[src/rtl/sha1sh_pkg.sv]
// Shared types, constants and commands for the SHA-1 stream hasher.
package sha1sh_pkg;

    localparam logic [31:0] H0_INIT = 32'h67452301;
    localparam logic [31:0] H1_INIT = 32'hEFCDAB89;
    localparam logic [31:0] H2_INIT = 32'h98BADCFE;
    localparam logic [31:0] H3_INIT = 32'h10325476;
    localparam logic [31:0] H4_INIT = 32'hC3D2E1F0;

    localparam logic [31:0] K_CH  = 32'h5A827999;
    localparam logic [31:0] K_PA1 = 32'h6ED9EBA1;
    localparam logic [31:0] K_MAJ = 32'h8F1BBCDC;
    localparam logic [31:0] K_PA2 = 32'hCA62C1D6;

    localparam logic [7:0] PAD_BYTE = 8'h80;

    localparam logic [6:0] ROUND_LAST = 7'd79;
    localparam logic [5:0] POS_LAST   = 6'd63;
    localparam logic [5:0] POS_LEN    = 6'd56;

    typedef enum logic [3:0] {
        S_IDLE,
        S_PAD80,
        S_PADZ,
        S_LEN,
        S_LOAD,
        S_ROUND,
        S_ADD,
        S_OUT
    } state_t;

    typedef enum logic [1:0] {
        SH_DATA,
        SH_PAD,
        SH_ZERO,
        SH_LEN
    } shift_sel_t;

    typedef struct packed {
        logic       shift_en;
        shift_sel_t shift_sel;
        logic       count_byte;
        logic       len_load;
        logic       work_load;
        logic       round_en;
        logic       chain_add;
        logic       out_load;
    } cmd_t;

    typedef struct packed {
        logic pos_last;
        logic pos_len;
        logic round_last;
    } status_t;

endpackage

[src/rtl/sha1sh_ctrl.sv]
// Sequencer for byte intake, padding, compression rounds and digest hand-off.
module sha1sh_ctrl
(
    input  logic                clk,
    input  logic                rst_n,
    input  logic                data_valid,
    input  logic                byte_present,
    input  logic                end_of_message,
    output logic                data_stall,
    output logic                digest_valid,
    input  logic                digest_stall,
    input  sha1sh_pkg::status_t status,
    output sha1sh_pkg::cmd_t    cmd
);

    sha1sh_pkg::state_t state_reg;
    sha1sh_pkg::state_t state_next;
    sha1sh_pkg::state_t ret_reg;
    sha1sh_pkg::state_t ret_next;
    logic               out_valid_reg;
    logic               out_valid_next;

    always_ff @(posedge clk or negedge rst_n)
    begin
        if (!rst_n)
        begin
            state_reg     <= sha1sh_pkg::S_IDLE;
            ret_reg       <= sha1sh_pkg::S_IDLE;
            out_valid_reg <= 1'b0;
        end
        else
        begin
            state_reg     <= state_next;
            ret_reg       <= ret_next;
            out_valid_reg <= out_valid_next;
        end
    end

    always_comb
    begin
        state_next = state_reg;
        ret_next   = ret_reg;
        cmd        = '0;

        case (state_reg)
            sha1sh_pkg::S_IDLE:
            begin
                if (data_valid)
                begin
                    if (byte_present)
                    begin
                        cmd.shift_en   = 1'b1;
                        cmd.shift_sel  = sha1sh_pkg::SH_DATA;
                        cmd.count_byte = 1'b1;
                    end
                    if (byte_present && status.pos_last)
                    begin
                        state_next = sha1sh_pkg::S_LOAD;
                        ret_next   = end_of_message ? sha1sh_pkg::S_PAD80 : sha1sh_pkg::S_IDLE;
                    end
                    else if (end_of_message)
                    begin
                        state_next = sha1sh_pkg::S_PAD80;
                    end
                end
            end
            sha1sh_pkg::S_PAD80:
            begin
                cmd.shift_en  = 1'b1;
                cmd.shift_sel = sha1sh_pkg::SH_PAD;
                cmd.len_load  = 1'b1;
                if (status.pos_last)
                begin
                    state_next = sha1sh_pkg::S_LOAD;
                    ret_next   = sha1sh_pkg::S_PADZ;
                end
                else
                begin
                    state_next = sha1sh_pkg::S_PADZ;
                end
            end
            sha1sh_pkg::S_PADZ:
            begin
                if (status.pos_len)
                begin
                    state_next = sha1sh_pkg::S_LEN;
                end
                else
                begin
                    cmd.shift_en  = 1'b1;
                    cmd.shift_sel = sha1sh_pkg::SH_ZERO;
                    if (status.pos_last)
                    begin
                        state_next = sha1sh_pkg::S_LOAD;
                        ret_next   = sha1sh_pkg::S_PADZ;
                    end
                end
            end
            sha1sh_pkg::S_LEN:
            begin
                cmd.shift_en  = 1'b1;
                cmd.shift_sel = sha1sh_pkg::SH_LEN;
                if (status.pos_last)
                begin
                    state_next = sha1sh_pkg::S_LOAD;
                    ret_next   = sha1sh_pkg::S_OUT;
                end
            end
            sha1sh_pkg::S_LOAD:
            begin
                cmd.work_load = 1'b1;
                state_next    = sha1sh_pkg::S_ROUND;
            end
            sha1sh_pkg::S_ROUND:
            begin
                cmd.round_en = 1'b1;
                if (status.round_last)
                begin
                    state_next = sha1sh_pkg::S_ADD;
                end
            end
            sha1sh_pkg::S_ADD:
            begin
                cmd.chain_add = 1'b1;
                state_next    = ret_reg;
            end
            sha1sh_pkg::S_OUT:
            begin
                if (!out_valid_reg || !digest_stall)
                begin
                    cmd.out_load = 1'b1;
                    state_next   = sha1sh_pkg::S_IDLE;
                end
            end
            default:
            begin
                state_next = sha1sh_pkg::S_IDLE;
            end
        endcase
    end

    always_comb
    begin
        if (cmd.out_load)
        begin
            out_valid_next = 1'b1;
        end
        else if (!digest_stall)
        begin
            out_valid_next = 1'b0;
        end
        else
        begin
            out_valid_next = out_valid_reg;
        end
    end

    assign data_stall   = (state_reg != sha1sh_pkg::S_IDLE);
    assign digest_valid = out_valid_reg;

endmodule

[src/rtl/sha1sh_datapath.sv]
// Block buffer, message schedule, round logic, chaining values and digest register.
module sha1sh_datapath
(
    input  logic                clk,
    input  logic                rst_n,
    input  logic [7:0]          data_byte,
    input  sha1sh_pkg::cmd_t    cmd,
    output sha1sh_pkg::status_t status,
    output logic [31:0]         digest_a,
    output logic [31:0]         digest_b,
    output logic [31:0]         digest_c,
    output logic [31:0]         digest_d,
    output logic [31:0]         digest_e
);

    // word 0 sits in the top 32 bits; bytes enter at the bottom
    logic [511:0]      blk_reg;
    logic [511:0]      blk_next;
    logic [63:0]       len_reg;
    logic [63:0]       len_next;
    logic [63:0]       total_reg;
    logic [63:0]       total_next;
    logic [5:0]        pos_reg;
    logic [5:0]        pos_next;
    logic [6:0]        round_reg;
    logic [6:0]        round_next;
    logic [31:0]       chain_reg [5];
    logic [31:0]       chain_next [5];
    logic [31:0]       work_reg [5];
    logic [31:0]       work_next [5];
    logic [31:0]       dig_reg [5];
    logic [31:0]       dig_next [5];

    logic [7:0]        shift_byte;
    logic [31:0]       sched_x;
    logic [31:0]       wt;
    logic [31:0]       f_val;
    logic [31:0]       k_val;
    logic [31:0]       t_val;
    logic [31:0]       init_val [5];

    assign init_val[0] = sha1sh_pkg::H0_INIT;
    assign init_val[1] = sha1sh_pkg::H1_INIT;
    assign init_val[2] = sha1sh_pkg::H2_INIT;
    assign init_val[3] = sha1sh_pkg::H3_INIT;
    assign init_val[4] = sha1sh_pkg::H4_INIT;

    always_comb
    begin
        case (cmd.shift_sel)
            sha1sh_pkg::SH_DATA: shift_byte = data_byte;
            sha1sh_pkg::SH_PAD:  shift_byte = sha1sh_pkg::PAD_BYTE;
            sha1sh_pkg::SH_LEN:  shift_byte = len_reg[63:56];
            default:             shift_byte = 8'h00;
        endcase
    end

    assign sched_x = blk_reg[95:64] ^ blk_reg[255:224] ^ blk_reg[447:416] ^ blk_reg[511:480];
    assign wt      = (round_reg < 7'd16) ? blk_reg[511:480] : {sched_x[30:0], sched_x[31]};

    always_comb
    begin
        case (round_reg) inside
            [7'd0:7'd19]:
            begin
                f_val = (work_reg[1] & work_reg[2]) | (~work_reg[1] & work_reg[3]);
                k_val = sha1sh_pkg::K_CH;
            end
            [7'd20:7'd39]:
            begin
                f_val = work_reg[1] ^ work_reg[2] ^ work_reg[3];
                k_val = sha1sh_pkg::K_PA1;
            end
            [7'd40:7'd59]:
            begin
                f_val = (work_reg[1] & work_reg[2]) | (work_reg[1] & work_reg[3])
                      | (work_reg[2] & work_reg[3]);
                k_val = sha1sh_pkg::K_MAJ;
            end
            default:
            begin
                f_val = work_reg[1] ^ work_reg[2] ^ work_reg[3];
                k_val = sha1sh_pkg::K_PA2;
            end
        endcase
    end

    assign t_val = {work_reg[0][26:0], work_reg[0][31:27]} + f_val + work_reg[4] + k_val + wt;

    always_comb
    begin
        blk_next   = blk_reg;
        len_next   = len_reg;
        total_next = total_reg;
        pos_next   = pos_reg;
        round_next = round_reg;
        work_next  = work_reg;
        chain_next = chain_reg;
        dig_next   = dig_reg;

        if (cmd.shift_en)
        begin
            blk_next = {blk_reg[503:0], shift_byte};
            pos_next = pos_reg + 6'd1;
            if (cmd.shift_sel == sha1sh_pkg::SH_LEN)
            begin
                len_next = {len_reg[55:0], 8'h00};
            end
        end
        if (cmd.count_byte)
        begin
            total_next = total_reg + 64'd1;
        end
        if (cmd.len_load)
        begin
            len_next = {total_reg[60:0], 3'b000};
        end
        if (cmd.work_load)
        begin
            work_next  = chain_reg;
            round_next = '0;
        end
        if (cmd.round_en)
        begin
            blk_next     = {blk_reg[479:0], wt};
            round_next   = round_reg + 7'd1;
            work_next[0] = t_val;
            work_next[1] = work_reg[0];
            work_next[2] = {work_reg[1][1:0], work_reg[1][31:2]};
            work_next[3] = work_reg[2];
            work_next[4] = work_reg[3];
        end
        if (cmd.chain_add)
        begin
            for (int i = 0; i < 5; i++)
            begin
                chain_next[i] = chain_reg[i] + work_reg[i];
            end
        end
        if (cmd.out_load)
        begin
            dig_next   = chain_reg;
            chain_next = init_val;
            total_next = '0;
        end
    end

    always_ff @(posedge clk or negedge rst_n)
    begin
        if (!rst_n)
        begin
            total_reg <= '0;
            pos_reg   <= '0;
            round_reg <= '0;
            chain_reg <= init_val;
        end
        else
        begin
            total_reg <= total_next;
            pos_reg   <= pos_next;
            round_reg <= round_next;
            chain_reg <= chain_next;
        end
    end

    always_ff @(posedge clk)
    begin
        blk_reg  <= blk_next;
        len_reg  <= len_next;
        work_reg <= work_next;
        dig_reg  <= dig_next;
    end

    assign status.pos_last   = (pos_reg == sha1sh_pkg::POS_LAST);
    assign status.pos_len    = (pos_reg == sha1sh_pkg::POS_LEN);
    assign status.round_last = (round_reg == sha1sh_pkg::ROUND_LAST);

    assign digest_a = dig_reg[0];
    assign digest_b = dig_reg[1];
    assign digest_c = dig_reg[2];
    assign digest_d = dig_reg[3];
    assign digest_e = dig_reg[4];

endmodule

[src/rtl/sha1_stream_hasher_top.sv]
// SHA-1 stream hasher top level: byte items in, 160-bit digest items out.
//
// Takes one message byte per item (or none, with byte_present low) and, on an
// item with end_of_message high, returns one item with the five digest words.
// A byte is taken while data_stall is low; every 64th byte starts a compression
// (load, 80 rounds at one round per cycle, chaining add), during which
// data_stall is high. Closing a message writes the pad byte and the zero fill
// one per cycle, pauses without a write, then writes the eight length bytes one per
// cycle up to the block end; it runs one or two compressions on the way and
// then moves the digest into the output register once that register is free.
// The digest is held in its own register, so the next message may start while
// a digest waits; a second digest waits only if the first has not been taken.
module sha1_stream_hasher_top
(
    input  logic        clk,
    input  logic        rst_n,
    input  logic        data_valid,
    output logic        data_stall,
    input  logic [7:0]  data_byte,
    input  logic        byte_present,
    input  logic        end_of_message,
    output logic        digest_valid,
    input  logic        digest_stall,
    output logic [31:0] digest_a,
    output logic [31:0] digest_b,
    output logic [31:0] digest_c,
    output logic [31:0] digest_d,
    output logic [31:0] digest_e
);

    sha1sh_pkg::cmd_t    cmd;
    sha1sh_pkg::status_t status;

    sha1sh_ctrl u_ctrl
    (
        .clk            (clk),
        .rst_n          (rst_n),
        .data_valid     (data_valid),
        .byte_present   (byte_present),
        .end_of_message (end_of_message),
        .data_stall     (data_stall),
        .digest_valid   (digest_valid),
        .digest_stall   (digest_stall),
        .status         (status),
        .cmd            (cmd)
    );

    sha1sh_datapath u_datapath
    (
        .clk       (clk),
        .rst_n     (rst_n),
        .data_byte (data_byte),
        .cmd       (cmd),
        .status    (status),
        .digest_a  (digest_a),
        .digest_b  (digest_b),
        .digest_c  (digest_c),
        .digest_d  (digest_d),
        .digest_e  (digest_e)
    );

endmodule

[config.mk]
export PLATFORM = sky130hd
export DESIGN_NAME = sha1_stream_hasher_top
export DESIGN_NICKNAME = d
export VERILOG_FILES = /design/src/rtl/sha1sh_pkg.sv /design/src/rtl/sha1sh_ctrl.sv /design/src/rtl/sha1sh_datapath.sv /design/src/rtl/sha1_stream_hasher_top.sv
export SDC_FILE = /design/constraint.sdc
export NUM_CORES = 2
export LEC_CHECK = 0
export ABC_CLOCK_PERIOD_IN_PS = 25400
export BUFFER_PORTS_ARGS = -buffer_cell sky130_fd_sc_hd__buf_2
export CAP_MARGIN = 20
export CELL_PAD_IN_SITES_DETAIL_PLACEMENT = 0
export CELL_PAD_IN_SITES_GLOBAL_PLACEMENT = 1
export CORE_ASPECT_RATIO = 0.75
export CORE_MARGIN = 1
export CORE_UTILIZATION = 37
export DETAILED_ROUTE_END_ITERATION = 8
export GPL_TIMING_DRIVEN = 0
export HOLD_SLACK_MARGIN = 0.03
export PLACE_DENSITY_LB_ADDON = 0.25
export SLEW_MARGIN = 20
export SYNTH_ARGS = -nofsm -noshare
export SYNTH_HDL_FRONTEND = slang
export SYNTH_SLANG_ARGS = --single-unit
[constraint.sdc]
create_clock -name clk -period 25.4 [get_ports clk]
set_clock_uncertainty 0.15 [all_clocks]
set_input_delay 2.54 -clock clk [delete_from_list [all_inputs] [get_ports clk]]
set_output_delay 2.54 -clock clk [all_outputs]
set_load 0.02 [all_outputs]
Word-level counts from Yosys, hierarchy flattened:

Index checks and enable logic that the tools add are counted.
W data, S select, Z words.

* register bits: 1139

* add/subtract/negate cells: 12
* $lt $le $gt $ge: 7
* equality and inequality tests: 20
* muxes and demuxes: 50
* bitwise logic cells: 13
* reduce and logical (&&, ||, !) cells: 20

Operator list (number)
* $mux W512: 2
* $mux W160: 4
* $mux W64: 5
* $add A32 B32 Y32: 9
* $mux W32: 6
* $xor A32 B32 Y32: 5
* $and A32 B32 Y32: 4
* $or A32 B32 Y32: 3
* $add A64 B1 Y64 const B: 1
* $mux W4: 14
* $not A32 Y32: 1
* $pmux W4 S8: 1
* $mux W31: 1
* $pmux W8 S3: 1
* $eq A4 B3 Y1 const B: 4
* $pmux W4 S4: 1
* $le A7 B6 Y1 const B: 2
* $mux W7: 2
* $eq A6 B6 Y1 const B: 2
* $pmux W3 S4: 1
* $reduce_bool A2 Y1: 6
* $mux W1: 10
* $eq A4 B2 Y1 const B: 2
* $ne A2 B1 Y1 const B: 4
* other kinds (23): 31

Depth between registers and ports, before layout:

* depth after elaboration: 11
* gate-level depth with buffers: 27

Cells and area by module:

A second synthesis with hierarchy kept.

* cells, all modules: 4570
* area, all modules: 59759.8 sq um

By module, submodules not included
* sha1sh_datapath: times used 1, cells an instance 4497, area an instance 59125.5 sq um
* sha1sh_ctrl: times used 1, cells an instance 73, area an instance 634.4 sq um

Worst setup path after synthesis:

No wires, ideal clock.

* path type: input to register
* start: input data_valid
* end: register u_datapath.blk_reg[0] (enable)
* library setup time: 667 ps
* arrival: 9567 ps
* data required time: 24583 ps
* setup slack: 15016 ps
* stages: 3
* buffers on the path: 0
* cells stage by stage: nand4_2 > a311oi_1 > or2_2

* cells in the longest elaborated chain, start to end: 3

Ends and longest elaborated chain
* start, declared: RTL line sha1_stream_hasher_top.sv:17 `input logic data_valid,`
* $mux W4: RTL line sha1sh_ctrl.sv:48 `if (data_valid)`
* $pmux W3 S4: RTL line sha1sh_ctrl.sv:45 `case (state_reg)`
* $reduce_bool A2 Y1 (no line)
* end signal, assigned: RTL line sha1sh_datapath.sv:168 `blk_reg <= blk_next;`
* end, declared: RTL line sha1sh_datapath.sv:17 `logic [511:0] blk_reg;`

No other way between the ends.
A chain may end at the register's enable or synchronous reset.

==> impl_metrics.json <==
{
  "status": "completed",
  "drive_above_1_share": 0.0934,
  "die_area_sq_um": 164000,
  "antenna_found_initial": 19,
  "synth.area.top_cells": "edfxtp_1 (45%), nand2_1 (12%), dfrtp_1 (6.7%)",
  "cp_max_fo": 10,
  "synth_cells": 5924,
  "gr-usage-all-layers": 0.255,
  "grt_remaining_overflow": 0,
  "first_pass_iters": 8,
  "cp-end-kind": "flip-flop",
  "grt_pass1_vias": 42600,
  "drt_iter0_drc": 5719,
  "routed_via_density": 5.40,
  "syn_to_final_growth_pct": 13.8,
  "cts.sinks": 1135,
  "cts_buffers": 120,
  "synth-compound-area-share": 0.0920,
  "synthAdderAreaFrac": 0.0881,
  "rrSetupSlack_ns": 16.88,
  "p_leak_nw": 29.0,
  "core_sq_um": 161000,
  "rsz0062_at_grt": "no",
  "clock_latency_ns": 0.80,
  "largest_reg_flops": 512,
  "detail_route.wl_per_cell_um": 24.9,
  "min_period_ns": 8.52,
  "finalHoldViolCount": 0,
  "setup_violations": 0,
  "tightest_slew_ns": 1.38,
  "hpwl_um": 162000,
  "std_cell_rows": 127,
  "holdWs_ns": 0.316,
  "nFillCells": 15600,
  "maxCapViolCount": 0,
  "relSlewSlack": 0.0810,
  "yosys_most_used_dff": "edfxtp_1",
  "regArea_sq_um": 33000,
  "min_path_type": "reg2reg",
  "cp_data_arrival_time_ns": 8.89,
  "synth_area_per_cell_sq_um": 10.2,
  "synth_edf_count": 893,
  "vias": 45800,
  "routabilityCongestion": 0.963,
  "postRouteAntennaNets": 0,
  "clk_pin_slew_ns": 0.07,
  "h-tree-depth": 3,
  "die_y_um": 351,
  "max_freq_mhz": 117,
  "yosysTopAreaCell": "edfxtp_1",
  "yosys_register_bits": 1135,
  "grt_first_pass_wirelength_um": 302000,
  "drc_errors": 0,
  "synth_top_family_by_area": "simple AND/OR/NAND/NOR gates",
  "multi_input_area_sq_um": 25300,
  "io_pins": 176,
  "dp_cells": 8252,
  "crit_type": "reg2reg",
  "die_w_um": 468,
  "stdcell_count": 8486,
  "finalCritPeriodShare": 0.335,
  "cts_hold_buf": 0,
  "cts_resized": 0,
  "synth_top_area_frac": 0.446,
  "grt_start_max_net_pins": 85,
  "io_buffers": 175,
  "syn_nets": 6287,
  "start_kind": "flip-flop",
  "drv_slew": 0,
  "tns_ns": 0,
  "synthSimpleGateAreaFrac": 0.182,
  "synthXorXnorAreaFrac": 0.0438,
  "start_util": 0.374,
  "ys_warn_count": 0,
  "p_per_area_nw_per_um2": 59.9,
  "async_flop_share": 0.213,
  "root_buffer": "clkbuf_16",
  "postCtsSetupRepairBufs": 0,
  "final_common_cell": "nand2_1",
  "synth_cell_types": 97,
  "cts_buffer_depth": 3,
  "nets": 6609,
  "syn_area_sq_um": 60100,
  "cp.required_ns": 25.77,
  "synth_seq_area_share": 0.548,
  "layout_common_cells": "nand2_1 (1977), edfxtp_1 (893), o21ai_0 (289), a21oi_1 (272), inv_1 (264)",
  "cts_tree": "yes",
  "peakVddDrop_v": 0.0000566,
  "muxShareOfSynthArea": 0.0137,
  "drt-total-wl_um": 212000
}
-- layout make-up --
class                      instances  area share
buffer                           241      0.0137
tap                             2128      0.0389
clock inverter                    79      0.0131
clock buffer                     147      0.0466
multi-input combinational       4280       0.369
inverter                         268      0.0148
antenna                            8    0.000293
timing repair buffer             200      0.0213
sequential                      1135       0.482
-- Yosys cell counts, types with 80 or more instances --
cell type  count
fa_1         124
nand2_1     1977
dfstp_2       80
clkbuf_1     211
ha_1         225
nand3_1      104
edfxtp_1     893
a21oi_1      272
xor2_1       111
o21ai_0      294
inv_1        266
xnor2_1      190
nor2_1       253
dfrtp_1      162
-- final timing paths --
path,startpoint,to,depth (start not counted)
worst max-delay path,u_datapath.round_reg[4],u_datapath.work_reg[147],23
worst min-delay path,u_datapath.pos_reg[5],u_datapath.pos_reg[5],1
worst max register to register,u_datapath.round_reg[4],u_datapath.work_reg[147],23
worst min register to register,u_datapath.pos_reg[5],u_datapath.pos_reg[5],1
max in group asynchronous,rst_n,u_datapath.chain_reg[118],3
min in group asynchronous,rst_n,u_datapath.total_reg[14],1
-- metrics by stage --
stage                     cell area (sq um)  power, mW  worst slack (ns)   util
after floorplan                       60100       2.20             15.02      -
after detailed placement              64300       2.26             17.18  0.400
after global routing                  68400       4.22             16.62  0.426
after global placement                63700       2.27             11.29  0.396
after CTS                             68400       4.13             17.13  0.426
final                                 68400       4.10             16.88  0.426
-- layer usage --
metal | GRT usage | share of wire
met5 | 0 | 0
met4 | 0.0549 | 0.020
met3 | 0.0638 | 0.10
met2 | 0.334 | 0.39
met1 | 0.410 | 0.49
-- power breakdown --
| part | switching (mW) | internal (mW) | leakage, nW |
|---|---|---|---|
| Clock | 0.808 | 1.07 | 1.98 |
| Combinational | 0.0894 | 0.0515 | 16.1 |
| Sequential | 0.0381 | 2.05 | 11.0 |
| Total | 0.935 | 3.16 | 29.0 |
-- critical path: stages, from the launching register on --
cell	delay, ns
dfrtp_1	0.32
clkbuf_1	0.43
nand2_1	0.17
o21a_1	0.51
inv_1	0.57
clkbuf_1	0.73
nand3_1	0.73
fa_1	0.79
fa_1	0.46
fa_1	0.53
inv_1	0.05
ha_1	0.20
inv_1	0.07
fa_1	0.20
nor2b_1	0.05
o21ai_0	0.20
a21oi_1	0.16
o21a_1	0.22
o2111ai_1	0.42
a21boi_0	0.22
o211a_1	0.34
nor3_1	0.21
xor2_1	0.37
o21ai_0	0.15
-- logic make-up after synthesis --
group / count (synthesis)
multiplexers: 75
flip-flops: 1135
other: 1
AO/OA/AOI/OAI: 905
AND/OR/NAND/NOR: 2649
XOR/XNOR: 301
buffers and inverters: 509
adder cells (fa/ha/maj): 349
Note: power is estimated with default switching activity, not from simulation.
